===== src/hw/rtl/src_pkg.sv =====
`default_nettype none

package src_pkg;

   // Chain limits.
   localparam int unsigned MAX_CLUSTERS  = 2048;
   localparam int unsigned CLUSTER_CNT_W = $clog2(MAX_CLUSTERS + 1);

   // Field widths.
   localparam int unsigned SECTOR_W = 32;
   localparam int unsigned COUNT_W  = 19;
   localparam int unsigned INDEX_W  = 8;
   localparam int unsigned CSR_W    = 8;
   localparam int unsigned CSR_ADDR_W = 2;
   localparam int unsigned RSP_DATA_W = 64;

   localparam logic [COUNT_W-1:0] LEN_MAX = '1;

   // Register reset values.
   localparam logic [CSR_W-1:0] CLUSTER_SECTORS_RESET = 8'd1;
   localparam logic [CSR_W-1:0] ENTRY_LIMIT_RESET     = 8'd250;

   // Register indexes on the configuration port.
   localparam logic [CSR_ADDR_W-1:0] CSR_CLUSTER_SECTORS = 2'd0;
   localparam logic [CSR_ADDR_W-1:0] CSR_ENTRY_LIMIT     = 2'd1;

   // Command queue between front and back.
   localparam int unsigned QUEUE_DEPTH = 4;
   localparam int unsigned QUEUE_PTR_W = $clog2(QUEUE_DEPTH);
   localparam int unsigned QUEUE_CNT_W = $clog2(QUEUE_DEPTH + 1);

   // What follows the optional extent entry of a command.
   typedef enum logic [1:0] {
      TAIL_NONE  = 2'd0,
      TAIL_TERM  = 2'd1,
      TAIL_FAULT = 2'd2
   } src_tail_type;

   // One queued command: up to two result items.
   typedef struct packed {
      logic                has_entry;
      logic [INDEX_W-1:0]  entry_index;
      logic [SECTOR_W-1:0] first_sector;
      logic [COUNT_W-1:0]  sector_count;
      src_tail_type        tail;
      logic [INDEX_W-1:0]  term_index;
   } src_cmd_type;

endpackage

`default_nettype wire


===== src/hw/rtl/src_front.sv =====
`default_nettype none

module src_front (
   input  wire logic                              clock,
   input  wire logic                              reset,
   input  wire logic                              csr_we,
   input  wire logic [src_pkg::CSR_ADDR_W-1:0]    csr_addr,
   input  wire logic [src_pkg::CSR_W-1:0]         csr_wdata,
   input  wire logic                              req_tvalid,
   output logic                                   req_tready,
   input  wire logic [src_pkg::SECTOR_W-1:0]      req_sector,
   input  wire logic                              req_end,
   input  wire logic                              queue_full,
   output logic                                   push,
   output src_pkg::src_cmd_type                   cmd
);

   logic [src_pkg::CSR_W-1:0]         cluster_sectors_ff;
   logic [src_pkg::CSR_W-1:0]         entry_limit_ff;
   logic [src_pkg::SECTOR_W-1:0]      run_start_ff, run_start_in;
   logic [src_pkg::SECTOR_W-1:0]      run_expected_ff, run_expected_in;
   logic [src_pkg::COUNT_W-1:0]       run_length_ff, run_length_in;
   logic [src_pkg::INDEX_W-1:0]       entries_made_ff, entries_made_in;
   logic [src_pkg::CLUSTER_CNT_W-1:0] clusters_seen_ff, clusters_seen_in;
   logic                              aborted_ff, aborted_in;
   logic                              accept;

   assign req_tready = !queue_full;
   assign accept     = req_tvalid && !queue_full;

   // Configuration registers.
   always_ff @(posedge clock) begin
      if (reset) begin
         cluster_sectors_ff <= src_pkg::CLUSTER_SECTORS_RESET;
         entry_limit_ff     <= src_pkg::ENTRY_LIMIT_RESET;
      end else if (csr_we) begin
         case (csr_addr)
            src_pkg::CSR_CLUSTER_SECTORS: cluster_sectors_ff <= csr_wdata;
            src_pkg::CSR_ENTRY_LIMIT:     entry_limit_ff     <= csr_wdata;
            default: ;
         endcase
      end
   end

   // Classify the item and work out the next chain state and the command.
   always_comb begin
      logic                            is_end;
      logic                            run_open;
      logic [src_pkg::INDEX_W:0]       next_index;
      logic [src_pkg::COUNT_W:0]       len_sum;
      logic                            over;

      is_end     = req_end || (req_sector == '0);
      run_open   = (run_length_ff != '0);
      next_index = {1'b0, entries_made_ff} + 1'b1;
      len_sum    = {1'b0, run_length_ff} + {{(src_pkg::COUNT_W+1-src_pkg::CSR_W){1'b0}},
                                            cluster_sectors_ff};
      over       = next_index > {1'b0, entry_limit_ff};

      run_start_in     = run_start_ff;
      run_expected_in  = run_expected_ff;
      run_length_in    = run_length_ff;
      entries_made_in  = entries_made_ff;
      clusters_seen_in = clusters_seen_ff;
      aborted_in       = aborted_ff;

      cmd.has_entry    = 1'b0;
      cmd.entry_index  = entries_made_ff;
      cmd.first_sector = run_start_ff;
      cmd.sector_count = run_length_ff;
      cmd.tail         = src_pkg::TAIL_NONE;
      cmd.term_index   = entries_made_ff;

      if (is_end) begin
         // End of chain: flush the open run and terminate, or report the abort.
         if (aborted_ff) begin
            cmd.tail = src_pkg::TAIL_FAULT;
         end else begin
            cmd.has_entry = run_open;
            cmd.tail      = src_pkg::TAIL_TERM;
            if (run_open) begin
               cmd.term_index = next_index[src_pkg::INDEX_W] ? '1
                                                             : next_index[src_pkg::INDEX_W-1:0];
            end
         end
         run_start_in     = '0;
         run_expected_in  = '0;
         run_length_in    = '0;
         entries_made_in  = '0;
         clusters_seen_in = '0;
         aborted_in       = 1'b0;
      end else if (!aborted_ff &&
                   clusters_seen_ff < src_pkg::CLUSTER_CNT_W'(src_pkg::MAX_CLUSTERS)) begin
         clusters_seen_in = clusters_seen_ff + 1'b1;
         if (cluster_sectors_ff == '0) begin
            // A zero cluster size cannot form a run.
            aborted_in = 1'b1;
            cmd.tail   = src_pkg::TAIL_FAULT;
         end else if (run_open && req_sector == run_expected_ff) begin
            // The cluster continues the run.
            run_length_in   = len_sum[src_pkg::COUNT_W] ? src_pkg::LEN_MAX
                                                        : len_sum[src_pkg::COUNT_W-1:0];
            run_expected_in = run_expected_ff +
                              {{(src_pkg::SECTOR_W-src_pkg::CSR_W){1'b0}}, cluster_sectors_ff};
         end else if (run_open && over) begin
            // Closing this run would pass the entry limit.
            cmd.has_entry = 1'b1;
            cmd.tail      = src_pkg::TAIL_FAULT;
            aborted_in    = 1'b1;
         end else begin
            // Close the open run, if any, and start a new one here.
            cmd.has_entry   = run_open;
            if (run_open) begin
               entries_made_in = next_index[src_pkg::INDEX_W-1:0];
            end
            run_start_in    = req_sector;
            run_expected_in = req_sector +
                              {{(src_pkg::SECTOR_W-src_pkg::CSR_W){1'b0}}, cluster_sectors_ff};
            run_length_in   = {{(src_pkg::COUNT_W-src_pkg::CSR_W){1'b0}}, cluster_sectors_ff};
         end
      end

      push = accept && (cmd.has_entry || cmd.tail != src_pkg::TAIL_NONE);
   end

   // Chain state.
   always_ff @(posedge clock) begin
      if (reset) begin
         run_start_ff     <= '0;
         run_expected_ff  <= '0;
         run_length_ff    <= '0;
         entries_made_ff  <= '0;
         clusters_seen_ff <= '0;
         aborted_ff       <= 1'b0;
      end else if (accept) begin
         run_start_ff     <= run_start_in;
         run_expected_ff  <= run_expected_in;
         run_length_ff    <= run_length_in;
         entries_made_ff  <= entries_made_in;
         clusters_seen_ff <= clusters_seen_in;
         aborted_ff       <= aborted_in;
      end
   end

endmodule

`default_nettype wire


===== src/hw/rtl/src_cmd_queue.sv =====
`default_nettype none

module src_cmd_queue (
   input  wire logic                  clock,
   input  wire logic                  reset,
   input  wire logic                  push,
   input  wire src_pkg::src_cmd_type  push_cmd,
   input  wire logic                  pop,
   output logic                       head_valid,
   output src_pkg::src_cmd_type       head_cmd,
   output logic                       full
);

   src_pkg::src_cmd_type              slot_ff [src_pkg::QUEUE_DEPTH];
   logic [src_pkg::QUEUE_PTR_W-1:0]   wr_ptr_ff;
   logic [src_pkg::QUEUE_PTR_W-1:0]   rd_ptr_ff;
   logic [src_pkg::QUEUE_CNT_W-1:0]   count_ff;
   logic                              do_pop;

   assign head_valid = (count_ff != '0);
   assign full       = (count_ff == src_pkg::QUEUE_CNT_W'(src_pkg::QUEUE_DEPTH));
   assign head_cmd   = slot_ff[rd_ptr_ff];
   assign do_pop     = pop && head_valid;

   function automatic logic [src_pkg::QUEUE_PTR_W-1:0] next_ptr(
      input logic [src_pkg::QUEUE_PTR_W-1:0] ptr
   );
      if (ptr == src_pkg::QUEUE_PTR_W'(src_pkg::QUEUE_DEPTH - 1)) begin
         return '0;
      end
      return ptr + 1'b1;
   endfunction

   // Storage slots.
   always_ff @(posedge clock) begin
      if (push && !full) begin
         slot_ff[wr_ptr_ff] <= push_cmd;
      end
   end

   // Pointers and fill count.
   always_ff @(posedge clock) begin
      if (reset) begin
         wr_ptr_ff <= '0;
         rd_ptr_ff <= '0;
         count_ff  <= '0;
      end else begin
         if (push && !full) begin
            wr_ptr_ff <= next_ptr(wr_ptr_ff);
         end
         if (do_pop) begin
            rd_ptr_ff <= next_ptr(rd_ptr_ff);
         end
         if ((push && !full) && !do_pop) begin
            count_ff <= count_ff + 1'b1;
         end else if (!(push && !full) && do_pop) begin
            count_ff <= count_ff - 1'b1;
         end
      end
   end

endmodule

`default_nettype wire


===== src/hw/rtl/src_back.sv =====
`default_nettype none

module src_back (
   input  wire logic                          clock,
   input  wire logic                          reset,
   input  wire logic                          head_valid,
   input  wire src_pkg::src_cmd_type          head_cmd,
   output logic                               pop,
   output logic                               rsp_tvalid,
   input  wire logic                          rsp_tready,
   output logic [src_pkg::INDEX_W-1:0]        rsp_entry_index,
   output logic [src_pkg::SECTOR_W-1:0]       rsp_first_sector,
   output logic [src_pkg::COUNT_W-1:0]        rsp_sector_count,
   output logic                               rsp_fault,
   output logic                               rsp_last
);

   logic                        rsp_valid_ff, rsp_valid_in;
   logic                        phase_ff, phase_in;
   logic [src_pkg::INDEX_W-1:0]  index_ff, index_in;
   logic [src_pkg::SECTOR_W-1:0] first_ff, first_in;
   logic [src_pkg::COUNT_W-1:0]  count_ff, count_in;
   logic                        fault_ff, fault_in;
   logic                        last_ff, last_in;
   logic                        load;

   assign load = !rsp_valid_ff || rsp_tready;

   // Expand the head command into its result items, one per cycle while rsp_tready allows.
   always_comb begin
      rsp_valid_in = rsp_valid_ff;
      phase_in     = phase_ff;
      index_in     = index_ff;
      first_in     = first_ff;
      count_in     = count_ff;
      fault_in     = fault_ff;
      last_in      = last_ff;
      pop          = 1'b0;

      if (load) begin
         rsp_valid_in = head_valid;
         if (head_valid) begin
            if (!phase_ff && head_cmd.has_entry) begin
               // The extent entry.
               index_in = head_cmd.entry_index;
               first_in = head_cmd.first_sector;
               count_in = head_cmd.sector_count;
               fault_in = 1'b0;
               last_in  = (head_cmd.tail == src_pkg::TAIL_NONE);
               if (head_cmd.tail == src_pkg::TAIL_NONE) begin
                  pop = 1'b1;
               end else begin
                  phase_in = 1'b1;
               end
            end else begin
               // The terminator or the fault that closes the command.
               first_in = '0;
               count_in = '0;
               last_in  = 1'b1;
               pop      = 1'b1;
               phase_in = 1'b0;
               case (head_cmd.tail)
                  src_pkg::TAIL_TERM: begin
                     index_in = head_cmd.term_index;
                     fault_in = 1'b0;
                  end
                  src_pkg::TAIL_FAULT: begin
                     index_in = '0;
                     fault_in = 1'b1;
                  end
                  default: begin
                     index_in = '0;
                     fault_in = 1'b0;
                  end
               endcase
            end
         end
      end
   end

   // Control state.
   always_ff @(posedge clock) begin
      if (reset) begin
         rsp_valid_ff <= 1'b0;
         phase_ff     <= 1'b0;
      end else begin
         rsp_valid_ff <= rsp_valid_in;
         phase_ff     <= phase_in;
      end
   end

   // Output payload.
   always_ff @(posedge clock) begin
      index_ff <= index_in;
      first_ff <= first_in;
      count_ff <= count_in;
      fault_ff <= fault_in;
      last_ff  <= last_in;
   end

   assign rsp_tvalid       = rsp_valid_ff;
   assign rsp_entry_index  = index_ff;
   assign rsp_first_sector = first_ff;
   assign rsp_sector_count = count_ff;
   assign rsp_fault        = fault_ff;
   assign rsp_last         = last_ff;

endmodule

`default_nettype wire


===== src/hw/rtl/sector_run_coalescer.sv =====
`default_nettype none

// Sector run coalescer. Each input item carries the first sector of the next
// cluster of a file's chain; consecutive clusters are merged into extent
// entries, which come out as result items (index, first sector, count, with
// a fault flag for a chain that is too fragmented or a zero cluster size).
// The front takes one item per clock cycle, and the back delivers one result
// item per cycle from its output register while rsp_tready allows. An item
// that closes a run and also ends the chain or hits the entry limit makes two
// result items and so holds the back for both; a four-entry command queue
// absorbs these bursts, and the input stalls only once that queue is full.
// An accepted item's command goes through the queue, then the output register.
module sector_run_coalescer (
   input  wire logic                              clock,
   input  wire logic                              reset,
   // Configuration write port.
   input  wire logic                              csr_we,
   input  wire logic [src_pkg::CSR_ADDR_W-1:0]    csr_addr,
   input  wire logic [src_pkg::CSR_W-1:0]         csr_wdata,
   // Input items.
   input  wire logic                              req_tvalid,
   output logic                                   req_tready,
   input  wire logic [src_pkg::SECTOR_W-1:0]      req_tdata,  // [31:0] sector
   input  wire logic                              req_tlast,  // chain_end
   // Result items.
   output logic                                   rsp_tvalid,
   input  wire logic                              rsp_tready,
   // [7:0] entry_index, [39:8] first_sector, [58:40] sector_count, [63:59] zero
   output logic [src_pkg::RSP_DATA_W-1:0]         rsp_tdata,
   output logic                                   rsp_tuser,  // fault
   output logic                                   rsp_tlast   // last
);

   src_pkg::src_cmd_type          push_cmd;
   src_pkg::src_cmd_type          head_cmd;
   logic                          push;
   logic                          pop;
   logic                          head_valid;
   logic                          queue_full;
   logic [src_pkg::INDEX_W-1:0]   rsp_entry_index;
   logic [src_pkg::SECTOR_W-1:0]  rsp_first_sector;
   logic [src_pkg::COUNT_W-1:0]   rsp_sector_count;

   src_front u_front (
      .clock      (clock),
      .reset      (reset),
      .csr_we     (csr_we),
      .csr_addr   (csr_addr),
      .csr_wdata  (csr_wdata),
      .req_tvalid (req_tvalid),
      .req_tready (req_tready),
      .req_sector (req_tdata),
      .req_end    (req_tlast),
      .queue_full (queue_full),
      .push       (push),
      .cmd        (push_cmd)
   );

   src_cmd_queue u_queue (
      .clock      (clock),
      .reset      (reset),
      .push       (push),
      .push_cmd   (push_cmd),
      .pop        (pop),
      .head_valid (head_valid),
      .head_cmd   (head_cmd),
      .full       (queue_full)
   );

   src_back u_back (
      .clock            (clock),
      .reset            (reset),
      .head_valid       (head_valid),
      .head_cmd         (head_cmd),
      .pop              (pop),
      .rsp_tvalid       (rsp_tvalid),
      .rsp_tready       (rsp_tready),
      .rsp_entry_index  (rsp_entry_index),
      .rsp_first_sector (rsp_first_sector),
      .rsp_sector_count (rsp_sector_count),
      .rsp_fault        (rsp_tuser),
      .rsp_last         (rsp_tlast)
   );

   // Pack the result fields.
   assign rsp_tdata = {{(src_pkg::RSP_DATA_W - src_pkg::INDEX_W - src_pkg::SECTOR_W
                         - src_pkg::COUNT_W){1'b0}},
                       rsp_sector_count, rsp_first_sector, rsp_entry_index};

`ifndef SYNTH
   // A fault result carries no extent and always closes its item.
   a_fault_fields_zero: assert property (@(posedge clock) disable iff (reset)
      rsp_tvalid && rsp_tuser |-> rsp_tdata == '0 && rsp_tlast)
      else $error("fault result with nonzero fields or without last");

   // The front never pushes into a full queue.
   a_no_push_when_full: assert property (@(posedge clock) disable iff (reset)
      push |-> !queue_full)
      else $error("command pushed into full queue");

   // The back pops only a command that is present.
   a_pop_needs_head: assert property (@(posedge clock) disable iff (reset)
      pop |-> head_valid)
      else $error("pop from empty command queue");

   // A result that is not last is always followed by the rest of its item.
   a_not_last_continues: assert property (@(posedge clock) disable iff (reset)
      rsp_tvalid && rsp_tready && !rsp_tlast |=> rsp_tvalid)
      else $error("result item sequence broken after a non-last result");
`endif

endmodule

`default_nettype wire

===== config.mk =====
export PLATFORM = sky130hd
export DESIGN_NAME = sector_run_coalescer
export DESIGN_NICKNAME = d
export VERILOG_FILES = /design/src/hw/rtl/src_pkg.sv /design/src/hw/rtl/src_front.sv /design/src/hw/rtl/src_cmd_queue.sv /design/src/hw/rtl/src_back.sv /design/src/hw/rtl/sector_run_coalescer.sv
export SDC_FILE = /design/constraint.sdc
export NUM_CORES = 1
export LEC_CHECK = 0
export ABC_AREA = 1
export BUFFER_PORTS_ARGS = -buffer_cell sky130_fd_sc_hd__buf_2
export CELL_PAD_IN_SITES_DETAIL_PLACEMENT = 0
export CELL_PAD_IN_SITES_GLOBAL_PLACEMENT = 2
export CORE_MARGIN = 4
export CORE_UTILIZATION = 42
export DETAILED_ROUTE_END_ITERATION = 10
export GPL_TIMING_DRIVEN = 1
export PLACE_DENSITY = 0.9
export SKIP_LAST_GASP = 1
export SYNTH_ARGS = -nofsm -noshare
export SYNTH_HDL_FRONTEND = slang
export SYNTH_SLANG_ARGS = --single-unit

===== constraint.sdc =====
create_clock -name clock -period 16.5 [get_ports clock]
set_input_delay 4.125 -clock clock [delete_from_list [all_inputs] [get_ports clock]]
set_output_delay 4.125 -clock clock [all_outputs]
set_load 0.005 [all_outputs]

==> metrics, run 1 <==
GR Util All Layers 19.8%; CP bufs+invs 4; most frequent cells in the layout nor2_1, nand2_1, edfxtp_1; Syn-to-layout area delta 13.0%; Post-route DRC 0; Root Driver clkbuf_16; CP most frequent cell nand2_1; Reg clk slew, reported paths roughly 0.06 ns; critical path capture point type flop; area of the core 0.0493 mm2; P per Cell Area 148 mW/mm2; Compound-Gate Fraction of Synth Area between 10% and 20%; Final ANT Viol Nets 0; clk sink count approximately 470; die height about 230 um; Reg area around 0.013 mm2; Port-buffer cells 110; Top delay family on crit path simple AND/OR/NAND/NOR gates; Crit path required time roughly 17 ns; vias approximately 15000; Crit Reg-Reg Startpoint u_front.entries_made_ff[0]$_SDFFE_PP0P_; Fin. Hold Viols 0; status finished, final reports clean; Post-Synth Simple-Gate Area roughly a fifth; most common cell after layout, fill and taps aside nor2_1; Cell Area, Synth approximately 0.021 mm2; reg2reg path depth 21; total gr overflow 0; Die W ~230 um; Post-layout nets 2349; Detailed Route WL about 54000 um; Startpoint Class primary input; reg-to-reg critical path endpoint u_queue.slot_ff[3][45]$_DFFE_PP_; slowest stage delay, CP approximately 0.73 ns; Final WS setup 9.18 ns; hold_ws between 0.4 and 0.5 ns; setup TNS 0 ns; main combinational cell family by area after synthesis simple AND/OR/NAND/NOR gates; antenna diode count 0; crit path max-delay cell type buf_4; Hold Path Sink u_front.clusters_seen_ff[8]$_SDFFE_PP0P_; worst slack, placed about 8.6 ns; Synth Flop Type edfxtp_1; Post-Place Cells around 2900; max-cap violations 0; Avg Synthesized Cell Area between 9 and 10 um2; initial antenna violation count 1; layout cell share with drive strength beyond 1 10.4%; Initial Utilization roughly 43%; post-CTS setup buffer count 0; first-pass iteration count of the detailed router 7; max frequency about 140 MHz; area of the multi-input gates 0.00715 mm2; max-slew violation count 0; Filler cells about 4700; HPWL Detailed between 30000 and 40000 um; post-synthesis sequential area ratio approximately three fifths; I/O pin count between 100 and 150; final period utilization between 40% and 50%; CTS Buffer Depth 3; initial DRC count ~1300; Seq cells post-synth approximately 470; die area between 0.05 and 0.06 mm2; Period minus WS final around 7.3 ns; Core Rows 81; TritonCTS clock tree built; H-tree depth 2; final number of setup-violating endpoints 0; critical path cell sequence buf_2, inv_1, nand4_1, nor2_1, nand2_1, nor2_1, nor2_4, buf_4, nand2_1, nand2_1, nand2_1, nand2_1, nor2_4, buf_4; unrepaired setup endpoints after global routing false; Syn Inst Count between 2000 and 2500; cts bufs inserted 49; Setup Crit Path Kind in -> reg; routed vias/inst a little over 5; ys async rst share 0%; hold-fix buffer count after cts 0; largest net degree at the start of global routing 95; Synth Area in Adders about 2.2%; mux contribution to synthesized area 0%; Synth cell types between 40 and 50; Resize count post-CTS 0; total number of yosys warnings 0; class of the worst hold path reg -> reg; Layout Cells excl Fill between 2000 and 3000; DR WL/cell between 15 and 20 um; xor/xnor share of the synthesized area approximately 2.4%; normalized max-slew margin between 20% and 30%; largest fanout on the critical path 58; Slew @ Worst Pin about 1.2 ns; Clock Skew ~0.012 ns; number of flops mapped to enable cells by yosys ~340; R2R setup slack approximately 12 ns; Worst-Skew Late Latency approximately 0.59 ns; CP arrival 7.54 ns; number of global-route vias before repair about 14000; hold_sp u_front.clusters_seen_ff[8]$_SDFFE_PP0P_; cell leakage power between 9 and 10 nW; hold path cells 2; GP Congestion about 0.89; first-pass GRT wire length 83600 um; peak supply drop about 0.08 mV
==> synthesized netlist by cell type (2+ instances only) <==
cell type	count	share of area [%]
clkbuf_1	75	1.3
o21ai_0	189	4.5
nand3_2	2	0.095
inv_1	149	2.7
a21o_1	4	0.14
nor4_1	2	0.059
nor2_2	4	0.12
nor3_1	20	0.48
o21bai_1	4	0.14
buf_6	7	0.37
a21oi_1	156	3.7
nand3_1	73	1.7
buf_2	16	0.38
o31ai_1	2	0.071
nor2_4	5	0.27
fa_1	3	0.29
nor2_1	434	7.7
nand3b_1	2	0.071
xnor2_1	29	1.2
nand2_2	3	0.089
and2_1	2	0.059
o211ai_1	6	0.21
a31oi_1	4	0.12
edfxtp_1	341	49
buf_4	7	0.25
buf_1	8	0.14
nand2_1	354	6.3
inv_2	7	0.12
o21a_1	4	0.14
ha_1	32	1.9
o21ai_1	14	0.33
o22ai_1	24	0.71
xor2_1	29	1.2
dfxtp_1	131	12
nand2_4	4	0.21
nand4_1	45	1.3
==> layout make-up <==
| type | instances | area share, % |
|---|---|---|
| Sequential cell | 472 | 54.1 |
| Inverter | 156 | 2.46 |
| Clock inverter | 26 | 1.49 |
| Tap cell | 664 | 3.49 |
| Timing Repair Buffer | 125 | 2.79 |
| Clock buffer | 65 | 5.66 |
| Multi-Input combinational cell | 1462 | 30.0 |
==> kinds of logic (layout without fill, tap and decap cells) <==
logic type,Yosys count,in the layout
other,1,5
XOR/XNOR,58,58
buffers and inverters,270,372
adder cells (fa/ha/maj),35,35
AND/OR/NAND/NOR,952,952
flip-flops,472,472
AO/OA/AOI/OAI,412,412
==> worst min-delay path, stage by stage, from the launching register on <==
cell	delay [ns]
dfxtp_1	0.32
a31oi_1	0.04
nor2_1	0.08
==> sequential cells by signal, summed over array words and instances (netlist names), 8 cells and up, named ones only <==
| register | cells |
|---|---|
| u_front.cluster_sectors_ff | 8 |
| u_queue.slot_ff | 280 |
| u_front.run_length_ff | 19 |
| u_front.clusters_seen_ff | 12 |
| u_front.entries_made_ff | 8 |
| u_front.run_expected_ff | 32 |
| u_front.entry_limit_ff | 8 |
| u_back.rsp_entry_index | 8 |
| u_front.run_start_ff | 32 |
| u_back.rsp_sector_count | 19 |
| u_back.rsp_first_sector | 32 |
==> where the power goes <==
group / switching [mW] / internal, mW / total [mW]
Sequential: 0.0836 / 1.50 / 1.59
Combinational: 0.542 / 0.231 / 0.773
Clock: 0.462 / 0.690 / 1.15
==> per-stage QoR <==
stage / util, % / total power [mW] / cell area, um2
floorplan: - / 2.10 / 21100
global placement: 44.9 / 2.38 / 22100
detailed placement: 44.9 / 2.40 / 22100
CTS: 48.3 / 3.56 / 23800
global route: 48.3 / 3.71 / 23800
finish: 48.3 / 3.51 / 23800
==> metal layers <==
layer / share of wire, % / global-route usage (%) / vias up
met2: 45 / 31.0 / 380
met5: 0.013 / 0 / -
met4: 1.8 / 4.69 / 2
met3: 5.8 / 2.91 / 74
met1: 48 / 29.4 / 7291
li1: - / - / 7555
==> worst max path at each step <==
stage	from	to	slack, ns	cells past startpoint
after floorplan	rsp_tready	u_queue.count_ff[1]$_SDFFE_PP0P_	7.61	8
after global placement	req_tdata[16]	u_queue.slot_ff[1][46]$_DFFE_PP_	8.59	14
after detailed placement	req_tdata[16]	u_queue.slot_ff[1][49]$_DFFE_PP_	8.57	14
after CTS	req_tdata[16]	u_queue.slot_ff[1][42]$_DFFE_PP_	9.20	14
after global routing	req_tdata[16]	u_queue.slot_ff[2][42]$_DFFE_PP_	8.89	14
final	req_tdata[16]	u_queue.slot_ff[3][45]$_DFFE_PP_	9.18	14
(Power assumes the default switching activity.)
==> run 2, diff against run 1 <==
Settings changed: CORE_UTILIZATION 42 to 39, PLACE_DENSITY 0.9 to 0.85.
Clock period 16.5 ns to 7.3 ns, I/O delays scaled along.
==> run 2 against run 1 <==
Sequential share of layout area is 0.10 points higher. Combinational power is 130% higher. Global-route usage is 1.1 points lower. Via count is 0.79% lower. Cell area is 0.18% lower. Die area is 7.4% higher. Power is 120% higher. Worst setup slack worse by 6.8 ns. Final cell count is 0.84% higher. Register-to-register slack worse by 9.1 ns. Clock-buffer cell count is 9 higher. Critical path type is now reg -> reg. Largest power group unchanged.
==> metrics, run 2 (same netlist as run 1, synthesis figures left out) <==
P_sw 2.47 mW; post-CTS setup buffer count 0; crit path max-delay cell type nor2_4; Port-buffer cells 110; slowest stage delay, CP ~0.74 ns; Post-Place Cells 2903; class of the worst hold path reg -> reg; max-cap violations 0; Reg clk slew, reported paths approximately 0.060 ns; Slew @ Worst Pin 1.15 ns; Reg power frac a little under half; unrepaired setup endpoints after global routing false; cell leakage power approximately 9.1 nW; max-slew violation count 0; HPWL Detailed approximately 36000 um; Resize count post-CTS 0; critical path capture point type flop; CTS Buffer Depth 3; Post-route DRC 0; Initial Utilization around 40%; GR Util All Layers 18.7%; GP Congestion around 0.86; Layout Cells excl Fill 2995; largest fanout on the critical path slightly below 50; Startpoint Class flop; Worst-Skew Late Latency a little under 0.6 ns; first-pass GRT wire length approximately 84000 um; max frequency around 210 MHz; final period utilization between 60% and 70%; Clock Skew 0.0177 ns; Clk pwr share 31.6%; clk sink count between 400 and 500; Detailed Route WL roughly 55000 um; initial DRC count between 1000 and 1500; Int Power around 5.3 mW; hold-fix buffer count after cts 0; Syn-to-layout area delta 12.8%; DR WL/cell between 15 and 20 um; number of global-route vias before repair around 14000; Core Rows 84; setup TNS 0 ns; I/O pin count 116; area of the core 0.0530 mm2; final number of setup-violating endpoints 0; routed vias/inst between 5 and 6; switch share 31.6%; first-pass iteration count of the detailed router 5; TritonCTS clock tree built; antenna diode count 0; Reg area roughly 0.013 mm2; H-tree depth 2; most common cell after layout, fill and taps aside nor2_1; largest net degree at the start of global routing 122; Crit path required time approximately 7.6 ns; critical path cell sequence inv_1, nor3_1, nand4_1, nor2_1, xor2_1, inv_1, ha_1, nand2_1, nor2_1, nand3_1, nor2_1, nor2_1, nand2_1, nor2_2, nand2_2, nand2_1, nand2_1, nand2_1, nand2_1, nor2_4, buf_12; initial antenna violation count 0; Post-layout nets between 2000 and 2500; die area ~0.058 mm2; most frequent cells in the layout nor2_1, nand2_1, edfxtp_1; cts bufs inserted 50; Filler cells a little over 5000; P per Cell Area 329 mW/mm2; Die W 240 um; max reg flops 280; Final ANT Viol Nets 0; CP arrival just over 5 ns; area of the multi-input gates between 0.007 and 0.008 mm2; Root Driver clkbuf_16; peak supply drop just under 0.2 mV; Setup Crit Path Kind reg -> reg; combinational power share 22.3%; CP most frequent cell nand2_1; vias 15200; Biggest register u_queue.slot_ff; die height between 200 and 250 um; normalized max-slew margin 23.6%; layout cell share with drive strength beyond 1 between 10% and 20%; status finished, final reports clean; total gr overflow 0; Period minus WS final between 4 and 5 ns; Fin. Hold Viols 0
[run 2: cell count changes in the layout (fill, tap and decap cells not counted), sizes merged]
cell / delta
bufinv: -6
inv: -2
clkbuf: +9
[run 2: power by group through the flow]
stage,clock (mW),sequential (mW),combinational (mW)
6_report,2.47,3.60,1.74
5_1_grt,2.64,3.64,1.97
4_1_cts,2.53,3.60,1.78
3_5_place_dp,0,3.66,1.77
3_3_place_gp,0,3.65,1.75
2_1_floorplan,0,3.62,1.13
[run 2: cell type report]
class	count	area share [%]
flip-flops and latches	472	54.2
multi-input cells	1462	30.1
clock buffers	74	6.12
well taps	688	3.62
repair buffers	125	2.84
inverters	156	2.47
clock inverters	18	0.680
[run 2: metrics by stage]
stage	setup WS (ns)	total power [mW]	cell area [um2]	util, %	hold WS (ns)
3_5_place_dp	1.87	5.43	22100	41.8	0.459
3_3_place_gp	2.03	5.40	22100	41.8	0.452
4_1_cts	2.37	7.91	23700	44.8	0.474
6_report	2.42	7.81	23700	44.8	0.475
2_1_floorplan	0.709	4.75	21100	-	0.435
5_1_grt	1.92	8.26	23700	44.8	0.501
[run 2: worst paths after layout]
kind	from	to	slack, ns	depth (start not counted)
max	u_front.entries_made_ff[0]$_SDFFE_PP0P_	u_queue.slot_ff[1][53]$_DFFE_PP_	2.42	21
max reg2reg	u_front.entries_made_ff[0]$_SDFFE_PP0P_	u_queue.slot_ff[1][53]$_DFFE_PP_	2.42	21
min reg2reg	u_front.entry_limit_ff[2]$_SDFFE_PP0P_	u_front.entry_limit_ff[2]$_SDFFE_PP0P_	0.48	2
min	u_front.entry_limit_ff[2]$_SDFFE_PP0P_	u_front.entry_limit_ff[2]$_SDFFE_PP0P_	0.48	2
[run 2: routing by layer]
metal / vias to the layer above / wire [um] / global-route usage [%]
met3: 66 / 2660 / 2.81
met2: 323 / 24400 / 28.8
met4: 0 / 1180 / 4.84
met5: - / 0 / 0
met1: 7221 / 26700 / 27.9
li1: 7571 / - / -
[run 2: worst max-delay path, delay by kind of cell (launching register included)]
kind | cells | cell delay, ns
xor gates and xnor gates | 1 | 0.15
adders and majority gates | 1 | 0.30
buffers and inverters | 3 | 0.66
DFF | 1 | 0.50
and+or+nand+nor | 16 | 2.89
==> run 3, diff against run 2 <==
Settings changed: CORE_UTILIZATION 39 to 35, PLACE_DENSITY 0.85 to 0.81.
Clock period 7.3 ns to 4.04 ns, I/O delays scaled along.
==> run 3 against run 2 <==
Clock power rose by 85%. Sequential cell count unchanged. First-iteration DRC count is 9.1% lower. Die area rose by 11%. Combinational power up 88%. Routed wire length is essentially flat. Core utilization is 3.9 points lower. Largest cell class unchanged.
==> metrics, run 3 (same netlist as run 1, synthesis figures left out) <==
status finished, final reports clean; Setup Crit Path Kind reg -> reg; number of global-route vias before repair 14800; CP most frequent cell nor2_1; class of the worst hold path reg -> reg; GP Congestion slightly below 0.9; most common cell after layout, fill and taps aside nor2_1; max reg flops 280; critical path capture point type flop; Clock Skew around 0.014 ns; worst slack, placed around 0.11 ns; CTS Buffer Depth 3; max frequency about 280 MHz; Detailed Route WL around 55000 um; initial antenna violation count 1; CP arrival roughly 4.2 ns; normalized max-slew margin 30.8%; max-slew violation count 0; Top delay family on crit path simple AND/OR/NAND/NOR gates; first-pass iteration count of the detailed router 5; unrepaired setup endpoints after global routing false; most frequent cells in the layout nor2_1, nand2_1, edfxtp_1; GR Util All Layers between 10% and 20%; cts bufs inserted just over 50; crit path max-delay cell type dfxtp_4; routed vias/inst 4.91; Slew @ Worst Pin around 1.0 ns; area of the core ~0.059 mm2; Root Driver clkbuf_16; Post-layout nets between 2000 and 2500; Final WS setup 0.425 ns; largest net degree at the start of global routing 97; slowest stage delay, CP 0.39 ns; setup TNS 0 ns; TritonCTS clock tree built; largest fanout on the critical path 8; peak supply drop about 0.40 mV; final number of setup-violating endpoints 0; Post-Place Cells 3011; H-tree depth 2; Startpoint Class flop; hold_ws between 0.4 and 0.5 ns; Crit path required time between 4 and 5 ns; Biggest register u_queue.slot_ff; Initial Utilization a little over a third; die height around 250 um; initial DRC count 1026; first-pass GRT wire length about 86000 um; Core Rows 89; HPWL Detailed 37100 um; clk sink count 472; DR WL/cell 17.7 um; max-cap violations 0; Reg clk slew, reported paths 0.06 ns; total gr overflow 0; Layout Cells excl Fill 3111; Die W approximately 250 um; Fin. Hold Viols 0; cell leakage power between 9 and 10 nW; Syn-to-layout area delta 15.2%; final period utilization 89.5%; Port-buffer cells 110; vias 15300; CP bufs+invs 4; Final ANT Viol Nets 0; I/O pin count around 120; Period minus WS final between 3 and 4 ns; antenna diode count 0; die area 0.0642 mm2; layout cell share with drive strength beyond 1 between 10% and 20%; P per Cell Area 591 mW/mm2; Post-route DRC 0; Worst-Skew Late Latency 0.60 ns; hold-fix buffer count after cts 0
==> run 3: cell count changes in the layout (fill, tap and decap cells not counted), sizes merged <==
| cell | change |
|---|---|
| bufinv | +3 |
| clkbuf | -6 |
| inv | -1 |
| clkinvlp | -1 |
| clkinv | +7 |
| buf | +29 |
==> run 3: what timing repair did <==
action                                  4_1_cts  5_1_grt
endpoints found under the setup margin        0      280
setup buffers                                 0        6
gates resized for setup                       0       11
==> run 3: worst paths after layout <==
check / startpoint / to / slack (ns) / cells after the start
setup / recovery: u_front.entries_made_ff[2]$_SDFFE_PP0P_ / u_queue.count_ff[2]$_SDFFE_PP0P_ / 0.42 / 28
setup reg to reg: u_front.entries_made_ff[2]$_SDFFE_PP0P_ / u_queue.count_ff[2]$_SDFFE_PP0P_ / 0.42 / 28
hold reg to reg: u_front.run_expected_ff[28]$_SDFFE_PP0P_ / u_front.run_expected_ff[28]$_SDFFE_PP0P_ / 0.48 / 2
hold / removal: u_front.run_expected_ff[28]$_SDFFE_PP0P_ / u_front.run_expected_ff[28]$_SDFFE_PP0P_ / 0.48 / 2
==> run 3: metrics by stage <==
step                area [um2]  total power, mW  util (%)
floorplan                21100             8.56         -
global placement         22500             9.88      38.0
detailed placement       22500             9.93      38.0
CTS                      24200             14.6      40.8
global route             24300             15.2      40.9
finish                   24300             14.3      40.9
==> run 3: layer usage <==
metal  up-vias  track usage (%)  wire length [um]
met4         2             4.65              1320
met5         -                0                13
met1      7255             24.2             26400
met3        73             2.59              2460
met2       306             26.6             24800
li1       7637                -                 -
==> run 3: worst register-to-register path, delay by kind of cell, from the launching register on <==
kind | cells | cell delay (ns)
compound gates | 2 | 0.22
xor+xnor | 1 | 0.15
fa+ha+maj | 3 | 0.80
buf+inv | 4 | 0.31
flops | 1 | 0.39
simple gates | 18 | 1.66
==> run 3: cell type report <==
cell class | count | area (um2)
Multi-Input combinational cell | 1462 | 7170
Tap cell | 773 | 967
Inverter | 156 | 586
Clock buffer | 68 | 1350
Clock inverter | 26 | 300
Fill cell | 5856 | 35000
Timing Repair Buffer | 154 | 1010
Sequential cell | 472 | 12900
==> run 3: power breakdown <==
group / total [mW] / internal [mW] / leakage [nW] / switching [mW]
clock network: 4.58 / 2.63 / 0.788 / 1.95
logic: 3.27 / 1.03 / 4.19 / 2.24
registers: 6.49 / 6.14 / 4.35 / 0.355
total: 14.3 / 9.80 / 9.34 / 4.55
